`config.mk`:
```
export PLATFORM = sky130hd
export DESIGN_NAME = median3x3_by_intensity
export DESIGN_NICKNAME = d
export VERILOG_FILES = /design/src/design/med3_pkg.sv /design/src/design/med3_key.sv /design/src/design/med3_rank_sel.sv /design/src/design/median3x3_by_intensity.sv
export SDC_FILE = /design/constraint.sdc
export NUM_CORES = 2
export LEC_CHECK = 0
export ABC_CLOCK_PERIOD_IN_PS = 39000
export BUFFER_PORTS_ARGS = -buffer_cell sky130_fd_sc_hd__buf_2
export CAP_MARGIN = 20
export CORE_UTILIZATION = 52
export CTS_CLUSTER_SIZE = 30
export DETAILED_ROUTE_END_ITERATION = 6
export PLACE_DENSITY = 0.7
export SLEW_MARGIN = 20
export SYNTH_ARGS = -nofsm -noshare
export SYNTH_HDL_FRONTEND = slang
export SYNTH_SLANG_ARGS = --single-unit
```
`constraint.sdc`:
```
create_clock -name clock -period 39 [get_ports clock]
set_clock_uncertainty 0.1 [all_clocks]
set_input_delay 9.75 -clock clock [delete_from_list [all_inputs] [get_ports clock]]
set_output_delay 9.75 -clock clock [all_outputs]
set_load 0.03 [all_outputs]
```
`src/design/med3_pkg.sv`:
```
// Shared types and constants for the 3x3 median-by-intensity filter.
// No dependencies.
package med3_pkg;

   localparam int WinSize    = 9;
   localparam int MedianRank = 4;
   localparam int PixWidth   = 24;
   localparam int ChanWidth  = 8;
   localparam int KeyWidth   = 8;
   localparam int SumWidth   = 10;
   localparam int RankWidth  = 4;

   // floor(sum / 3) == (sum * 683) >> 11 for every sum up to 765
   localparam int DivRecip   = 683;
   localparam int DivShift   = 11;
   localparam int ProdWidth  = SumWidth + SumWidth;

   typedef logic [PixWidth-1:0]  pixel_type;
   typedef logic [KeyWidth-1:0]  key_type;
   typedef logic [RankWidth-1:0] rank_type;

endpackage

```
`src/design/med3_key.sv`:
```
// Intensity key of one packed RGB pixel: floor((r + g + b) / 3).
// Depends on med3_pkg.
module med3_key (
   input  med3_pkg::pixel_type pixel,
   output med3_pkg::key_type   key
);
   import med3_pkg::*;

   logic [SumWidth-1:0]  chan_sum;
   logic [ProdWidth-1:0] scaled;

   // Add the three channels
   assign chan_sum = SumWidth'(pixel[23:16]) + SumWidth'(pixel[15:8])
                   + SumWidth'(pixel[7:0]);

   // Divide by three through the reciprocal
   assign scaled = ProdWidth'(chan_sum) * ProdWidth'(DivRecip);
   assign key    = scaled[DivShift +: KeyWidth];

endmodule

```
`src/design/med3_rank_sel.sv`:
```
// Stable rank of each window pixel by key, and selection of the median pixel.
// Depends on med3_pkg.
module med3_rank_sel (
   input  med3_pkg::pixel_type pix [med3_pkg::WinSize],
   input  med3_pkg::key_type   key [med3_pkg::WinSize],
   output med3_pkg::pixel_type median
);
   import med3_pkg::*;

   rank_type  rank [WinSize];
   pixel_type pick;

   // Count smaller keys plus equal keys earlier in the window
   always_comb begin
      for (int a = 0; a < WinSize; a++) begin
         rank[a] = '0;
         for (int b = 0; b < WinSize; b++) begin
            if ((key[b] < key[a]) || ((key[b] == key[a]) && (b < a))) begin
               rank[a] = rank[a] + rank_type'(1);
            end
         end
      end
   end

   // Ranks form a permutation, so exactly one pixel matches
   always_comb begin
      pick = '0;
      for (int a = 0; a < WinSize; a++) begin
         if (rank[a] == rank_type'(MedianRank)) begin
            pick = pick | pix[a];
         end
      end
   end

   assign median = pick;

endmodule

```
`src/design/median3x3_by_intensity.sv`:
```
// Two pipeline stages: the key register, then the result register.
// Throughput: one window per cycle unless stalled; stages advance independently.
// Reset: synchronous, active high; clears both stage valid bits, data not reset.
// Depends on med3_pkg, med3_key, med3_rank_sel.
module median3x3_by_intensity (
   input  logic                clock,
   input  logic                reset,
   input  logic                req_valid,
   output logic                req_stall,
   input  med3_pkg::pixel_type req_pix_left_up,
   input  med3_pkg::pixel_type req_pix_left_mid,
   input  med3_pkg::pixel_type req_pix_left_down,
   input  med3_pkg::pixel_type req_pix_mid_up,
   input  med3_pkg::pixel_type req_pix_center,
   input  med3_pkg::pixel_type req_pix_mid_down,
   input  med3_pkg::pixel_type req_pix_right_up,
   input  med3_pkg::pixel_type req_pix_right_mid,
   input  med3_pkg::pixel_type req_pix_right_down,
   output logic                rsp_valid,
   input  logic                rsp_stall,
   output med3_pkg::pixel_type rsp_median_pixel
);
   import med3_pkg::*;

   pixel_type win_pix [WinSize];
   key_type   win_key [WinSize];

   logic      s1_valid_ff, s1_valid_in;
   pixel_type s1_pix_ff [WinSize];
   key_type   s1_key_ff [WinSize];

   logic      s2_valid_ff, s2_valid_in;
   pixel_type s2_pix_ff, s2_pix_in;

   logic      req_accept;
   logic      s1_move;

   // Gather the window in column order
   assign win_pix[0] = req_pix_left_up;
   assign win_pix[1] = req_pix_left_mid;
   assign win_pix[2] = req_pix_left_down;
   assign win_pix[3] = req_pix_mid_up;
   assign win_pix[4] = req_pix_center;
   assign win_pix[5] = req_pix_mid_down;
   assign win_pix[6] = req_pix_right_up;
   assign win_pix[7] = req_pix_right_mid;
   assign win_pix[8] = req_pix_right_down;

   // Compute one key per pixel
   for (genvar i = 0; i < WinSize; i++) begin : g_key
      med3_key u_key (
         .pixel (win_pix[i]),
         .key   (win_key[i])
      );
   end

   // Advance stage one when the result register is free or being drained
   assign s1_move    = s1_valid_ff && (!s2_valid_ff || !rsp_stall);
   assign req_stall  = s1_valid_ff && s2_valid_ff && rsp_stall;
   assign req_accept = req_valid && !req_stall;

   assign s1_valid_in = req_accept ? 1'b1 : (s1_move ? 1'b0 : s1_valid_ff);
   assign s2_valid_in = s1_move ? 1'b1 : ((s2_valid_ff && !rsp_stall) ? 1'b0 : s2_valid_ff);

   // Hold the valid bits of both stages
   always_ff @(posedge clock) begin
      if (reset) begin
         s1_valid_ff <= 1'b0;
         s2_valid_ff <= 1'b0;
      end else begin
         s1_valid_ff <= s1_valid_in;
         s2_valid_ff <= s2_valid_in;
      end
   end

   // Capture pixels and keys of an accepted request
   always_ff @(posedge clock) begin
      if (req_accept) begin
         s1_pix_ff <= win_pix;
         s1_key_ff <= win_key;
      end
   end

   // Rank the window and pick the median
   med3_rank_sel u_rank_sel (
      .pix    (s1_pix_ff),
      .key    (s1_key_ff),
      .median (s2_pix_in)
   );

   // Load the result register as stage one advances
   always_ff @(posedge clock) begin
      if (s1_move) begin
         s2_pix_ff <= s2_pix_in;
      end
   end

   assign rsp_valid        = s2_valid_ff;
   assign rsp_median_pixel = s2_pix_ff;

endmodule

```
==> results.yml <==
global_route:
  grt_antenna_before_repair: 3
  grt_pass1_vias: 30700
  grt_usage_pct: 27.5
  grt_pass1_wl_microns: 169000
  grt-ovfl-total: 0
  grt_max_degree: 73
finish:
  final_common_cell: "ha_1"
  final_cell_mix: "ha_1, inv_1, edfxtp_1, a21oi_1, buf_2"
  drive_gt1_share_pct: 9.38
  area_delta_synth_final_pct: 9.61
  layout.nets: 5669
die:
  rows: 102
  die_w_microns: 283
  die_h_microns: 283
  core-area_sq_um: 77700
  io_pins: 246
  dieArea_sq_um: 80000
  initial_core_util_pct: 52.8
setup_path:
  crit_type: "primary input to output pin"
  cp.required_ns: 29.15
  r2r_slack_ns: 29.61
  crit_fanout: 3
  reg2reg_to: "rsp_median_pixel[11]$_DFFE_PP_"
  crit_start: "rsp_stall"
  end_kind: "output pin"
  r2r-start: "s1_key_ff[17]$_DFFE_PP_"
  reg2reg_depth: 34
  start_kind: "primary input"
  arrival_ns: 10.34
clock_network:
  cts_tree: "yes"
  post_cts_buffers: 0
  cts_sinks: 314
  cts_resized: 0
  cts_root_buffer: "clkbuf_16"
  cts-buffers-inserted: 36
  cts-htree-levels: 2
  clk_pin_slew_ns: 0.06
  clock_latency_ns: 0.57
  clk_path_buf_depth: 3
  hold_buffers: 0
logic_synthesis:
  async_reset_ff_share_pct: 0
  synth_edf_count: 312
  syn_inst: 3951
  ys_seq_elements: 314
  synth_top_flop_cell: "edfxtp_1"
  syn_nets: 5393
  synth.avg_cell_area_sq_um: 10.4
  syn-cell-area_sq_um: 41000
  ys_warn_count: 0
  synth.distinct_cells: 96
  synth_seq_area_share_pct: 22.9
detailed_routing:
  drtIter0Drc: 2259
  routed_wl_microns: 109000
  firstDrtPassIters: 6
  viasPerCell: 5.87
  ant_nets: 0
  drt-wirelength-per-cell_microns: 20.6
  num_vias: 31100
  drcViolationCount: 0
job:
  cap_violations: 0
timing:
  setup-violations-final: 0
  slew_headroom_pct: 23.4
  fmax_mhz: 49.5
  tightest_slew_ns: 1.14
  timing.final.crit_share_pct: 51.8
  final.setup.tns_ns: 0
  hold_viol: 0
  slew_violations: 0
  min_period_ns: 20.19
  rsz0062_at_grt: "no"
min_path:
  hp-start: "s1_valid_ff$_SDFFE_PP0P_"
  min-delay-path-class: "register to register"
  hold_depth: 2
  min_to: "rsp_valid$_SDFFE_PP0P_"
outcome:
  outcome: "finished clean"
placement:
  hpwl_microns: 89800
  place_congestion: 0.918
  portBuffers: 245
## per-layer routing
metal	track usage, %	up-vias	wire [microns]
met4	11.7	2	4920
met1	37.0	14900	47300
met3	3.37	205	6890
met2	44.7	938	50000
li1	-	15100	-
met5	0	-	13
## stage by stage
| stage | cells | hold WS, ns | worst slack [ns] | util (%) | instance area (sq um) |
|---|---|---|---|---|---|
| floorplan | 3951 | 0.344 | 15.30 | - | 41000 |
| finish | 5300 | 0.424 | 18.81 | 57.9 | 45000 |
| global route | 5296 | 0.470 | 18.79 | 57.8 | 45000 |
| global placement | 5227 | 0.379 | 18.83 | 56.2 | 43700 |
| CTS | 5292 | 0.410 | 18.82 | 57.8 | 44900 |
| detailed placement | 5227 | 0.393 | 18.82 | 56.2 | 43700 |
## worst max-delay path by stage
stage	depth (start not counted)	end	slack [ns]
finish	3	req_stall	18.81
global route	3	req_stall	18.79
CTS	3	req_stall	18.82
detailed placement	3	req_stall	18.82
global placement	3	req_stall	18.83
floorplan	2	s1_key_ff[0]$_DFFE_PP_	15.30
## layout make-up
type | count | area (sq um)
sequential | 314 | 9410
antenna | 6 | 15.0
clock buffer | 45 | 955
tap | 1040 | 1300
inverter | 515 | 1930
timing repair buffer | 271 | 1440
clock inverter | 20 | 293
fill | 6594 | 32800
multi-input combinational | 3089 | 29600
## cell families (layout without fill, tap and decap cells)
logic type	after synthesis	in the layout	share of synthesized area, %
xor gates and xnor gates	286	286	6.84
and+or+nand+nor	682	682	8.71
DFF	314	314	22.9
other	0	6	0
muxes	21	21	0.558
buffers and inverters	548	851	5.06
AOI/OAI and AO/OA	878	878	14.8
adders and majority gates	1222	1222	41.1
## Yosys cell counts, types with 53 or more instances
cell type	number	area share [%]
ha_1	1015	31
inv_1	513	4.7
edfxtp_1	312	23
a21oi_1	254	3.1
fa_1	207	10
xnor2_1	183	3.9
nor2_1	175	1.6
nand2_1	102	0.93
o21ai_0	84	1.0
xor2_1	81	1.7
o21bai_1	78	1.4
o21a_1	77	1.4
nand4_1	66	1.0
a21o_1	60	1.1
nand3_1	59	0.72
a22oi_1	53	0.97
## registers in the layout (all words and copies together), names as in the netlist
signal and count:
s1_key_ff 72, rsp_median_pixel 24, rsp_valid 1, s1_valid_ff 1, s1_pix_ff 216
## worst max-delay path, cell delays in order
cell and delay, ns:
buf_2 0.11, and3_1 0.25, buf_2 0.23
Power is not shown: default switching activity piles up to over one toggle a cycle in this logic, so the estimate is an artifact.
